File: src/design/frgcd_pkg.sv
package frgcd_pkg;

    // operand width of numerator and denominator
    localparam int DATA_WIDTH = 32;

    // width of the divider bit counter
    localparam int CNT_W = $clog2(DATA_WIDTH);

    typedef logic [DATA_WIDTH-1:0] word_t;

endpackage

File: src/design/frgcd_div.sv
module frgcd_div (
    input  logic                 clk,
    input  logic                 rst_n,
    input  logic                 start,
    input  frgcd_pkg::word_t     dividend,
    input  frgcd_pkg::word_t     divisor,
    output logic                 done,
    output frgcd_pkg::word_t     quotient,
    output frgcd_pkg::word_t     remainder
);
    import frgcd_pkg::*;

    logic              run_reg, run_next;
    logic              done_reg, done_next;
    logic [CNT_W-1:0]  cnt_reg, cnt_next;
    word_t             rem_reg, rem_next;
    word_t             quo_reg, quo_next;
    word_t             dvs_reg, dvs_next;

    logic [DATA_WIDTH:0] rem_shift;
    logic [DATA_WIDTH:0] diff;

    // one restoring shift-subtract step per cycle
    always_comb
    begin
        rem_shift = {rem_reg, quo_reg[DATA_WIDTH-1]};
        diff      = rem_shift - {1'b0, dvs_reg};
        run_next  = run_reg;
        done_next = 1'b0;
        cnt_next  = cnt_reg;
        rem_next  = rem_reg;
        quo_next  = quo_reg;
        dvs_next  = dvs_reg;
        if (start)
        begin
            run_next = 1'b1;
            cnt_next = '0;
            rem_next = '0;
            quo_next = dividend;
            dvs_next = divisor;
        end
        else if (run_reg)
        begin
            if (diff[DATA_WIDTH])
            begin
                rem_next = rem_shift[DATA_WIDTH-1:0];
                quo_next = {quo_reg[DATA_WIDTH-2:0], 1'b0};
            end
            else
            begin
                rem_next = diff[DATA_WIDTH-1:0];
                quo_next = {quo_reg[DATA_WIDTH-2:0], 1'b1};
            end
            cnt_next = cnt_reg + 1'b1;
            if (cnt_reg == CNT_W'(DATA_WIDTH - 1))
            begin
                run_next  = 1'b0;
                done_next = 1'b1;
            end
        end
    end

    // control state
    always_ff @(posedge clk or negedge rst_n)
    begin
        if (!rst_n)
        begin
            run_reg  <= 1'b0;
            done_reg <= 1'b0;
            cnt_reg  <= '0;
        end
        else
        begin
            run_reg  <= run_next;
            done_reg <= done_next;
            cnt_reg  <= cnt_next;
        end
    end

    // datapath
    always_ff @(posedge clk)
    begin
        rem_reg <= rem_next;
        quo_reg <= quo_next;
        dvs_reg <= dvs_next;
    end

    assign done      = done_reg;
    assign quotient  = quo_reg;
    assign remainder = rem_reg;

endmodule

File: src/design/fraction_reduce_gcd_top.sv
// Reduces a signed fraction to lowest terms. A transaction is taken on a clock edge with start
// high and busy low; the result appears on the output ports for exactly one cycle with done
// high, and the receiver must take it then since it cannot stall the block. A zero
// denominator passes the numerator through with zero_denominator set, and its result appears
// in the cycle after start. Otherwise one shared radix-2 divider does all the work: each
// Euclid remainder step uses it, then two exact divisions of the numerator and denominator
// magnitudes by the gcd follow, so the length of a transaction is set by the number of Euclid
// steps. Busy stays high for the whole computation and no new transaction is taken meanwhile.
module fraction_reduce_gcd_top (
    input  logic                                   clk,
    input  logic                                   rst_n,
    input  logic                                   start,
    output logic                                   busy,
    input  logic signed [frgcd_pkg::DATA_WIDTH-1:0] numerator_in,
    input  logic signed [frgcd_pkg::DATA_WIDTH-1:0] denominator_in,
    output logic                                   done,
    output logic signed [frgcd_pkg::DATA_WIDTH-1:0] numerator_out,
    output logic signed [frgcd_pkg::DATA_WIDTH-1:0] denominator_out,
    output logic                                   zero_denominator
);
    import frgcd_pkg::*;

    typedef enum logic [5:0] {
        S_IDLE   = 6'b000001,
        S_CHECK  = 6'b000010,
        S_EUCLID = 6'b000100,
        S_DIV_N  = 6'b001000,
        S_START_D = 6'b010000,
        S_DIV_D  = 6'b100000
    } state_t;

    state_t state_reg, state_next;

    word_t a_reg, a_next;
    word_t b_reg, b_next;
    word_t nmag_reg, nmag_next;
    word_t dmag_reg, dmag_next;
    word_t qn_reg, qn_next;
    logic  neg_reg, neg_next;

    logic  done_reg, done_next;
    word_t num_out_reg, num_out_next;
    word_t den_out_reg, den_out_next;
    logic  zero_reg, zero_next;

    logic  div_start;
    word_t div_dividend;
    word_t div_divisor;
    logic  div_done;
    word_t div_quo;
    word_t div_rem;
    word_t num_mag;
    word_t den_mag;

    frgcd_div u_div (
        .clk       (clk),
        .rst_n     (rst_n),
        .start     (div_start),
        .dividend  (div_dividend),
        .divisor   (div_divisor),
        .done      (div_done),
        .quotient  (div_quo),
        .remainder (div_rem)
    );

    // input magnitudes
    assign num_mag = numerator_in[DATA_WIDTH-1] ? word_t'(-numerator_in) : word_t'(numerator_in);
    assign den_mag = denominator_in[DATA_WIDTH-1] ? word_t'(-denominator_in)
                                                  : word_t'(denominator_in);

    // divider operand select
    always_comb
    begin
        div_start    = 1'b0;
        div_dividend = a_reg;
        div_divisor  = b_reg;
        if (state_reg == S_CHECK)
        begin
            div_start = 1'b1;
            if (b_reg == '0)
            begin
                div_dividend = nmag_reg;
                div_divisor  = a_reg;
            end
        end
        else if (state_reg == S_START_D)
        begin
            div_start    = 1'b1;
            div_dividend = dmag_reg;
            div_divisor  = a_reg;
        end
    end

    // sequencer
    always_comb
    begin
        state_next   = state_reg;
        a_next       = a_reg;
        b_next       = b_reg;
        nmag_next    = nmag_reg;
        dmag_next    = dmag_reg;
        qn_next      = qn_reg;
        neg_next     = neg_reg;
        done_next    = 1'b0;
        num_out_next = num_out_reg;
        den_out_next = den_out_reg;
        zero_next    = zero_reg;
        unique case (state_reg)
            S_IDLE:
            begin
                if (start)
                begin
                    if (denominator_in == '0)
                    begin
                        // undefined fraction passes through
                        done_next    = 1'b1;
                        num_out_next = word_t'(numerator_in);
                        den_out_next = '0;
                        zero_next    = 1'b1;
                    end
                    else
                    begin
                        a_next     = num_mag;
                        b_next     = den_mag;
                        nmag_next  = num_mag;
                        dmag_next  = den_mag;
                        neg_next   = numerator_in[DATA_WIDTH-1] ^ denominator_in[DATA_WIDTH-1];
                        state_next = S_CHECK;
                    end
                end
            end
            S_CHECK:
            begin
                // gcd found once the remainder is zero
                if (b_reg == '0)
                    state_next = S_DIV_N;
                else
                    state_next = S_EUCLID;
            end
            S_EUCLID:
            begin
                if (div_done)
                begin
                    a_next     = b_reg;
                    b_next     = div_rem;
                    state_next = S_CHECK;
                end
            end
            S_DIV_N:
            begin
                if (div_done)
                begin
                    qn_next    = div_quo;
                    state_next = S_START_D;
                end
            end
            S_START_D:
            begin
                state_next = S_DIV_D;
            end
            S_DIV_D:
            begin
                if (div_done)
                begin
                    done_next    = 1'b1;
                    num_out_next = (neg_reg && qn_reg != '0) ? word_t'(-qn_reg) : qn_reg;
                    den_out_next = div_quo;
                    zero_next    = 1'b0;
                    state_next   = S_IDLE;
                end
            end
            default:
            begin
                state_next = S_IDLE;
            end
        endcase
    end

    // control state
    always_ff @(posedge clk or negedge rst_n)
    begin
        if (!rst_n)
        begin
            state_reg <= S_IDLE;
            done_reg  <= 1'b0;
        end
        else
        begin
            state_reg <= state_next;
            done_reg  <= done_next;
        end
    end

    // datapath and result registers
    always_ff @(posedge clk)
    begin
        a_reg       <= a_next;
        b_reg       <= b_next;
        nmag_reg    <= nmag_next;
        dmag_reg    <= dmag_next;
        qn_reg      <= qn_next;
        neg_reg     <= neg_next;
        num_out_reg <= num_out_next;
        den_out_reg <= den_out_next;
        zero_reg    <= zero_next;
    end

    assign busy             = (state_reg != S_IDLE);
    assign done             = done_reg;
    assign numerator_out    = num_out_reg;
    assign denominator_out  = den_out_reg;
    assign zero_denominator = zero_reg;

endmodule

File: config.mk
export PLATFORM = sky130hd
export DESIGN_NAME = fraction_reduce_gcd_top
export DESIGN_NICKNAME = d
export VERILOG_FILES = /design/src/design/frgcd_pkg.sv /design/src/design/frgcd_div.sv /design/src/design/fraction_reduce_gcd_top.sv
export SDC_FILE = /design/constraint.sdc
export NUM_CORES = 1
export LEC_CHECK = 0
export BUFFER_PORTS_ARGS = -buffer_cell sky130_fd_sc_hd__buf_2
export CAP_MARGIN = 30
export CORE_MARGIN = 4
export CORE_UTILIZATION = 50
export DETAILED_ROUTE_END_ITERATION = 12
export HOLD_SLACK_MARGIN = 0.12
export PLACE_DENSITY = 0.77
export REMOVE_ABC_BUFFERS = 1
export SYNTH_ARGS = -nofsm -noshare
export SYNTH_HDL_FRONTEND = slang
export SYNTH_SLANG_ARGS = --single-unit
File: constraint.sdc
create_clock -name clk -period 6.6 [get_ports clk]
set_input_delay 1.32 -clock clk [delete_from_list [all_inputs] [get_ports clk]]
set_output_delay 1.32 -clock clk [all_outputs]
set_load 0.02 [all_outputs]
==> results of run 1 <==
report_power, final:
part,internal (mW),total (mW),switching (mW)
combinational,1.32,3.17,1.85
sequential,3.20,3.67,0.469
clock,1.26,2.08,0.818
layer usage:
layer	vias up	wire, um	track usage
met5	-	108	0
met4	16	1060	0.0659
met3	73	3110	0.0463
met2	393	18600	0.341
met1	5793	17600	0.301
li1	5664	-	-
metrics by stage:
step / instances / TNS (ps) / instance area [um2] / setup WS, ps / hold slack, ps
final: 2034 / 0 / 19600 / 1540 / 491
after global routing: 2034 / 0 / 19600 / 1380 / 502
after CTS: 2031 / 0 / 19600 / 1530 / 492
after detailed placement: 1970 / 0 / 18400 / 1020 / 473
after global placement: 1970 / 0 / 18400 / 1060 / 468
after floorplan: 1367 / -62960 / 16900 / -907 / 435
worst paths after layout:
check	endpoint	slack, ps	depth (start not counted)
worst max-delay path	numerator_out[27]	1540	10
worst min-delay path	qn_reg[2]	490	0
worst max register to register	u_div.remainder[2]	2430	13
worst min register to register	qn_reg[2]	490	0
max in group asynchronous	state_reg[0]	5570	1
min in group asynchronous	u_div.cnt_reg[3]	720	1
logic make-up (layout without fill, tap and decap cells):
| logic type | after synthesis | in the layout | share of synthesized area |
|---|---|---|---|
| other | 0 | 3 | 0 |
| xor gates and xnor gates | 116 | 116 | 0.0593 |
| AOI/OAI and AO/OA | 335 | 335 | 0.121 |
| buffers and inverters | 118 | 273 | 0.0259 |
| DFF | 336 | 336 | 0.566 |
| muxes | 157 | 157 | 0.0989 |
| adders and majority gates | 38 | 38 | 0.0282 |
| and+or+nand+nor | 328 | 328 | 0.100 |
layout make-up:
| cell class | instances | area share |
|---|---|---|
| flip-flops and latches | 336 | 0.495 |
| multi-input cells | 974 | 0.360 |
| clock inverters | 25 | 0.0173 |
| diodes | 3 | 0.000383 |
| well taps | 448 | 0.0286 |
| inverters | 57 | 0.0109 |
| clock buffers | 36 | 0.0449 |
| repair buffers | 155 | 0.0430 |
synthesized netlist by cell type (4+ instances only):
cell type,instances
nand4_1,12
ha_1,37
a21o_1,10
nor3_1,12
nor4_1,21
and2_1,34
edfxtp_1,290
xnor2_1,70
clkbuf_1,54
nor2_1,55
xor2_1,46
and3_1,5
or4_1,19
buf_1,7
or2_2,7
nor2b_1,6
o22ai_1,4
dfrtp_1,13
mux2i_1,61
o21ai_0,141
or3_1,13
mux2_2,95
nand3_1,18
a31oi_1,4
nand3b_1,6
dfxtp_1,32
o21a_1,10
a21oi_1,58
a22oi_1,29
a211oi_1,6
o41ai_1,13
inv_1,57
o31ai_1,23
nand2b_1,12
nand2_1,96
or4_4,4
o211ai_1,5
==> results.toml, run 1 <==
[synthesis]
syn-cell-area_um2 = 17100
ys_seq_area_frac = 0.566
yosys.area.top_type_share = 0.508
synth_area_leader_cell = "edfxtp_1"
syn_avg_cell_area_um2 = 12.0
synth_cells = 1428
synth_seq_cells = 336
synth_edf_count = 290
ys_warn_count = 0
ys_types = 67
synth.area.top_cells = "edfxtp_1 51%, mux2_2 6.2%, o21ai_0 4.1%, dfxtp_1 3.7%, xnor2_1 3.6%"
ys.flop_type = "edfxtp_1"
async_flop_share = 0.0417

[grt]
grt_max_degree = 69
grt-ovfl-total = 0
grt_pass1_wl_mm = 63.1
antenna_found_initial = 11
grt_use_total = 0.215
grt_pass1_vias = 11400

[critical_path]
crit_top_cell = "or4_4"
cp_max_fo = 34
crit_start = "denominator_in[4]"
max_stage_delay_ps = 620
worst-path-buf-inv = 2
start_kind = "primary input"
critPathTopFamily = "simple AND/OR/NAND/NOR gates"
crit_type = "primary input to register"
arrival_ps = 5260
crit_path_top_delay_cell = "o22ai_4"
crit_chain = "buf_2 > or4_4 > or4_4 > or4_4 > nor4_4 > nand2_1 > or4_4 > or3b_1 > o22ai_4 > buf_12"
regToRegStartpoint = "u_div.quotient[31]"
critPathCaptureType = "register"
worst_ep_required_time_ps = 6810

[drt]
wl_per_cell_um = 19.9
wl_mm = 40.5
route.detailed.drc = 0
drtIter0Drc = 994
drt_first_pass_iters = 5
vias = 11900
viasPerCell = 5.87
antenna_left = 0

[final_layout]
fill_cells = 2684
layout_common_cells = "290 x edfxtp_1, 141 x o21ai_0, 133 x buf_2"
drive_gt1_frac = 0.212
nets = 1663
layout-area-overhead-vs-synth_pct = 14.4
multi_input_area_um2 = 7050
fin_util = 0.581
layout_commonest_cell = "edfxtp_1"
regArea_um2 = 9700

[pwr]
power.total_mw = 8.91
power.leakage_nw = 7.26
power_density_nw_per_um2 = 455
vdd_drop_max_mv = 0.254

[outcome]
status = "finished, final reports clean"

[cts]
cts.repair.resized = 0
clock_latency_ps = 510
cts_tree = "yes"
clk_pin_slew_ps = 60
cts_made_buffers = 34
htree_levels = 2
post_cts_buffers = 0
root_buffer = "clkbuf_16"
cts_buffer_depth = 3
clock_sinks = 336
hold_buffers = 0

[sta]
hold_viol = 0
post-route-period-util = 0.767
fmax_mhz = 198
finalCriticalPeriod_ps = 5060
worst_slew_pin_slew_ps = 907
skew_ps = 24.2
setup_viol = 0
final_max_slew_viol_count = 0
rsz0062_at_grt = "false"
slew_headroom = 0.395

[placement]
hpwl_mm = 29.3
port_buffers = 133
finalWeightedCongestion = 0.914

[floorplan]
row_count = 67
start_util = 0.508
io_pins = 134
fp.dieW_um = 193
die_y_um = 193
die-area_um2 = 37300
placeableCoreArea_um2 = 33700

[flow_run]
drv_cap = 0

[worst_hold_path]
hp-class = "register to register"
holdCritStartpoint = "u_div.quotient[2]"
Power figures use the tool's default switching activity.
==> inputs of run 2 (changes only) <==
- ABC_AREA: unset -> 1
- clock period: 6.6 -> 4.9 ns (I/O delays scaled with it)
==> run 2 against run 1 <==
Hold slack worse by 150 ps. First-iteration DRC count increased by 40%. Count of clock-buffer cells in the layout rose by 8. Cell count is 49% higher. Setup slack improved by 58 ps. Routed wire length is 31% higher. Clock skew decreased by 3.2 ps. Design area rose by 9.3%. Synthesized area grew 12%. Critical path depth unchanged. Clock power rose by 20%.
==> results.toml, run 2 <==
[critical_path]
critPathCaptureType = "register"
crit_type = "register to register"
arrival_ps = 3580
regToRegStartpoint = "b_reg[26]"
start_kind = "register"
crit_start = "b_reg[26]"
worst_ep_required_time_ps = 5180
cp_max_fo = 34

[cts]
post_cts_buffers = 0
cts_tree = "yes"
clock_sinks = 336
cts_made_buffers = 35
htree_levels = 2
cts_buffer_depth = 3
root_buffer = "clkbuf_16"
hold_buffers = 0
clock_latency_ps = 530
cts.repair.resized = 0
clk_pin_slew_ps = 60

[synthesis]
synth_cells = 2369
async_flop_share = 0.0417
synth.area.top_cells = "edfxtp_1 45%, nand2_1 13%, inv_1 8.0%, nand3_1 4.8%, nor2_1 4.2%"
syn_avg_cell_area_um2 = 8.08
yosysMostFrequentCell = "nand2_1"
ys.flop_type = "edfxtp_1"
synth_seq_cells = 336
ys_types = 48
synth_area_leader_cell = "edfxtp_1"
ys_seq_area_frac = 0.507
synth_edf_count = 290
yosys.area.top_type_share = 0.455
ys_warn_count = 0
synth_top_cells_by_count = "665 x nand2_1, 410 x inv_1, 290 x edfxtp_1"
syn-cell-area_um2 = 19100

[pwr]
power_density_nw_per_um2 = 587
p_int_mw = 7.32
seq_power_share = 0.376
sw_frac_of_total = 0.417
switchingPower_mw = 5.24
pwr-share-clk = 0.198
pwr-share-comb = 0.425
power.total_mw = 12.6
vdd_drop_max_mv = 0.382
power.leakage_nw = 9.90

[drt]
viasPerCell = 5.25
antenna_left = 0
drt_first_pass_iters = 6
wl_mm = 53.1
drtIter0Drc = 1391
wl_per_cell_um = 17.6
vias = 15900
route.detailed.drc = 0

[grt]
grt_max_degree = 106
grt_use_total = 0.250
grt_pass1_vias = 15000
grt-ovfl-total = 0
antenna_found_initial = 5
grt_pass1_wl_mm = 82.0

[sta]
fmax_mhz = 303
slew_headroom = 0.376
final_max_slew_viol_count = 0
worst_slew_pin_slew_ps = 935
post-route-period-util = 0.674
setup_ws_ps = 1600
setup_tns_ps = 0
skew_ps = 21.0
rsz0062_at_grt = "false"
setup_viol = 0
finalCriticalPeriod_ps = 3300
hold_viol = 0
whs_ps = 346

[worst_hold_path]
hp-class = "primary input to async pin"

[floorplan]
io_pins = 134
fp.dieW_um = 204
die-area_um2 = 41500
row_count = 71
placeableCoreArea_um2 = 37800
die_y_um = 204
start_util = 0.507

[final_layout]
layout-area-overhead-vs-synth_pct = 11.8
nets = 2592
layout_common_cells = "665 x nand2_1, 410 x inv_1, 290 x edfxtp_1"
fin_util = 0.567
drive_gt1_frac = 0.0976
layout_commonest_cell = "nand2_1"

[placement]
pre_cts_slack_ps = 1250
port_buffers = 133
hpwl_mm = 40.6
finalWeightedCongestion = 0.924

[outcome]
status = "finished, final reports clean"

[flow_run]
drv_cap = 0
-- run 2: cell count changes in the layout (fill, tap and decap cells not counted), sizes merged, moves of 23 or more --
cell	delta
nand2	+574
inv	+357
nand3	+167
nor2	+166
mux2	-92
mux2i	-61
xnor2	-52
a22oi	-29
and2	-28
o21ai	+23
or4	-23
-- run 2: cells by family (layout without fill, tap and decap cells) --
group,after synthesis,in the layout,share of synthesized area
AOI/OAI and AO/OA,270,270,0.0795
xor gates and xnor gates,77,77,0.0352
adders and majority gates,38,38,0.0252
buffers and inverters,488,630,0.0986
DFF,336,336,0.507
muxes,4,4,0.00235
other,0,2,0
and+or+nand+nor,1156,1156,0.252
-- run 2: critical path: stages, from the launching register on --
cell,delay [ps]
edfxtp_1,420
nor2_1,140
nand2_1,70
nor2_1,160
nand2_1,110
nor2_2,100
buf_4,370
nor2_4,150
inv_2,490
nand2_2,490
o21ai_0,520
-- run 2: worst paths after layout --
check                                   endpoint  slack, ps  cells after the start
min in group clk                       qn_reg[3]        460                      0
worst min register to register         qn_reg[3]        460                      0
worst max-delay path            u_div.dvs_reg[1]       1600                     10
worst min-delay path                state_reg[5]        350                      1
max in group asynchronous           state_reg[0]       4260                      1
worst max register to register  u_div.dvs_reg[1]       1600                     10
-- run 2: final cells by class --
| cell class | count | area (um2) |
|---|---|---|
| repair buffers | 151 | 833 |
| diodes | 2 | 5.00 |
| clock buffers | 44 | 941 |
| multi-input cells | 1545 | 7610 |
| clock inverters | 17 | 116 |
| fillers | 3410 | 16300 |
| flip-flops and latches | 336 | 9700 |
| well taps | 511 | 639 |
| inverters | 418 | 1570 |
-- run 2: stage by stage --
step | instance area [um2] | instances
after floorplan | 18800 | 2299
after global placement | 20300 | 2960
after detailed placement | 20400 | 2961
after CTS | 21400 | 3022
after global routing | 21400 | 3022
final | 21400 | 3024
-- run 2: power groups by stage --
stage / sequential [mW] / clock (mW) / combinational [mW]
finish: 4.73 / 2.49 / 5.34
global route: 4.81 / 2.63 / 6.06
CTS: 4.72 / 2.54 / 5.32
detailed placement: 4.77 / 0 / 5.28
global placement: 4.73 / 0 / 5.17
floorplan: 4.65 / 0 / 3.79
-- run 2: metal layers --
layer / track usage / up-vias / part of all wire
li1: - / 7865 / -
met1: 0.347 / 7307 / 0.43
met2: 0.416 / 626 / 0.46
met3: 0.0326 / 83 / 0.078
met4: 0.0732 / 6 / 0.027
met5: 0 / - / 0.0010
==> inputs of run 3 (changes only) <==
- PLACE_DENSITY: 0.77 -> 0.8
- clock period: 4.9 -> 2.9 ns (I/O delays scaled with it)
==> run 3 against run 2 <==
Power grew 71%. Clock power grew 70%. Hold slack lost 78 ps. Maximum frequency grew 23%.
==> results.toml, run 3 (same netlist as run 2, synthesis figures left out) <==
[critical_path]
crit_path_top_delay_cell = "fa_1"
crit_type = "register to register"
critPathTopFamily = "simple AND/OR/NAND/NOR gates"
worst-path-buf-inv = 3
reg2reg_to = "u_div.remainder[21]"
arrival_ps = 3100
start_kind = "register"
ff2ff_setup_slack_ps = 210
regToRegStartpoint = "u_div.quotient[31]"
critPathCaptureType = "register"
worst_ep_required_time_ps = 3310
crit_top_cell = "nand2_1"
crit_chain = "inv_1 > ha_1 > fa_1 > inv_1 > nand3_1 > nand2_1 > nand2_1 > nand2_1 > nand2_1 > nand2_2 > nand2_1 > nand2_1 > nand2_1 > nand2_2 > buf_12 > nand2_1 > nand3_1 > nand2_1"
max_stage_delay_ps = 430
reg2reg_depth = 18
cp_max_fo = 27

[sta]
post-route-period-util = 0.927
hold_viol = 0
rsz0062_at_grt = "false"
final_max_slew_viol_count = 0
setup_viol = 0
skew_ps = 24.1
finalCriticalPeriod_ps = 2690
worst_slew_pin_slew_ps = 855
setup_ws_ps = 210
fmax_mhz = 372
slew_headroom = 0.429

[drt]
drtIter0Drc = 1524
wl_per_cell_um = 17.7
met2_length_mm = 24.5
drt_first_pass_iters = 5
vias = 16200
routed.top_layer = "met5"
antenna_left = 0
route.detailed.drc = 0
viasPerCell = 5.30
wl_met1_mm = 23.4
dr_wl_met3_mm = 4.23
wl_mm = 53.9

[floorplan]
placeableCoreArea_um2 = 37800
die-area_um2 = 41500
row_count = 71
io_pins = 134
fp.dieW_um = 204
die_y_um = 204
start_util = 0.507

[placement]
pre_cts_slack_ps = 154
finalWeightedCongestion = 0.958
hpwl_mm = 42.0
place_area_um2 = 20600
port_buffers = 133

[pwr]
power.leakage_nw = 10.0
p_int_mw = 12.6
pwr-share-comb = 0.431
seq_power_share = 0.372
switchingPower_mw = 8.93
pwr-share-clk = 0.197
power_density_nw_per_um2 = 994
vdd_drop_max_mv = 0.595
power.total_mw = 21.5
sw_frac_of_total = 0.415

[worst_hold_path]
holdPathStages = 1
holdCritStartpoint = "denominator_in[0]"
hp-class = "primary input to register"
hold_end = "dmag_reg[0]"

[grt]
grt_use_total = 0.257
grt_pass1_vias = 15300
grt-ovfl-total = 0
grt_pass1_wl_mm = 84.1
antenna_found_initial = 4
grt_max_degree = 53

[final_layout]
fill_cells = 3394
nets = 2615
regArea_um2 = 9700
drive_gt1_frac = 0.107
fin_area_um2 = 21600
layout_common_cells = "664 x nand2_1, 410 x inv_1, 290 x edfxtp_1"
layout_commonest_cell = "nand2_1"
multi_input_area_um2 = 7610
layout-area-overhead-vs-synth_pct = 13.0

[flow_run]
drv_cap = 0

[cts]
clock_sinks = 336
clock_latency_ps = 530
clk_pin_slew_ps = 70
cts_tree = "yes"
htree_levels = 2
root_buffer = "clkbuf_16"
cts_made_buffers = 34
cts_buffer_depth = 3
post_cts_buffers = 0

[outcome]
status = "finished, final reports clean"
==> run 3: how the worst max path moves through the flow <==
stage | startpoint | endpoint | slack [ps] | cells after the start
floorplan | state_reg[3] | denominator_out[0] | -4270 | 3
global placement | denominator_in[0] | denominator_out[21] | 170 | 11
detailed placement | denominator_in[1] | numerator_out[29] | 150 | 11
CTS | u_div.quotient[31] | u_div.remainder[24] | 130 | 17
global route | u_div.quotient[31] | u_div.remainder[25] | 20 | 18
finish | u_div.quotient[31] | u_div.remainder[21] | 210 | 18
==> run 3: repair_timing <==
item	in CTS	in global routing
resized for setup	0	2
hold buffers	1	0
hold endpoints to repair	13	0
setup endpoints to repair	0	28
==> run 3: worst register-to-register path, cell delays in order (launching register included) <==
cell      delay, ps
edfxtp_1        370
inv_1            70
ha_1            250
fa_1            430
inv_1           100
nand3_1          60
nand2_1         100
nand2_1          50
nand2_1         120
nand2_1          80
nand2_2         110
nand2_1         110
nand2_1         110
nand2_1          70
nand2_2         140
buf_12          190
nand2_1          80
nand3_1          90
nand2_1          50
==> run 3: cell type report <==
cell class | count | area share
clock buffers | 45 | 0.0422
clock inverters | 16 | 0.00624
diodes | 3 | 0.000347
multi-input cells | 1545 | 0.352
flip-flops and latches | 336 | 0.448
inverters | 418 | 0.0726
well taps | 511 | 0.0295
repair buffers | 175 | 0.0489
==> run 3: per-stage QoR <==
step,std cells,util,hold slack [ps],TNS [ps]
2_1_floorplan,2299,-,284,-818480
3_3_place_gp,2984,0.545,429,0
3_5_place_dp,2984,0.545,437,0
4_1_cts,3046,0.573,246,0
5_1_grt,3047,0.573,267,0
6_report,3049,0.573,268,0
==> run 3: power groups by stage <==
stage / Clock [mW] / Combinational [mW] / Sequential, mW
floorplan: 0 / 6.28 / 7.75
global placement: 0 / 8.96 / 8.01
detailed placement: 0 / 9.15 / 8.07
CTS: 4.28 / 9.21 / 7.99
global route: 4.48 / 10.5 / 8.14
finish: 4.23 / 9.27 / 8.02
==> run 3: per-layer routing <==
| layer | vias up | global-route usage |
|---|---|---|
| met3 | 103 | 0.0372 |
| met1 | 7459 | 0.361 |
| met4 | 2 | 0.0853 |
| met5 | - | 0 |
| li1 | 7924 | - |
| met2 | 675 | 0.413 |
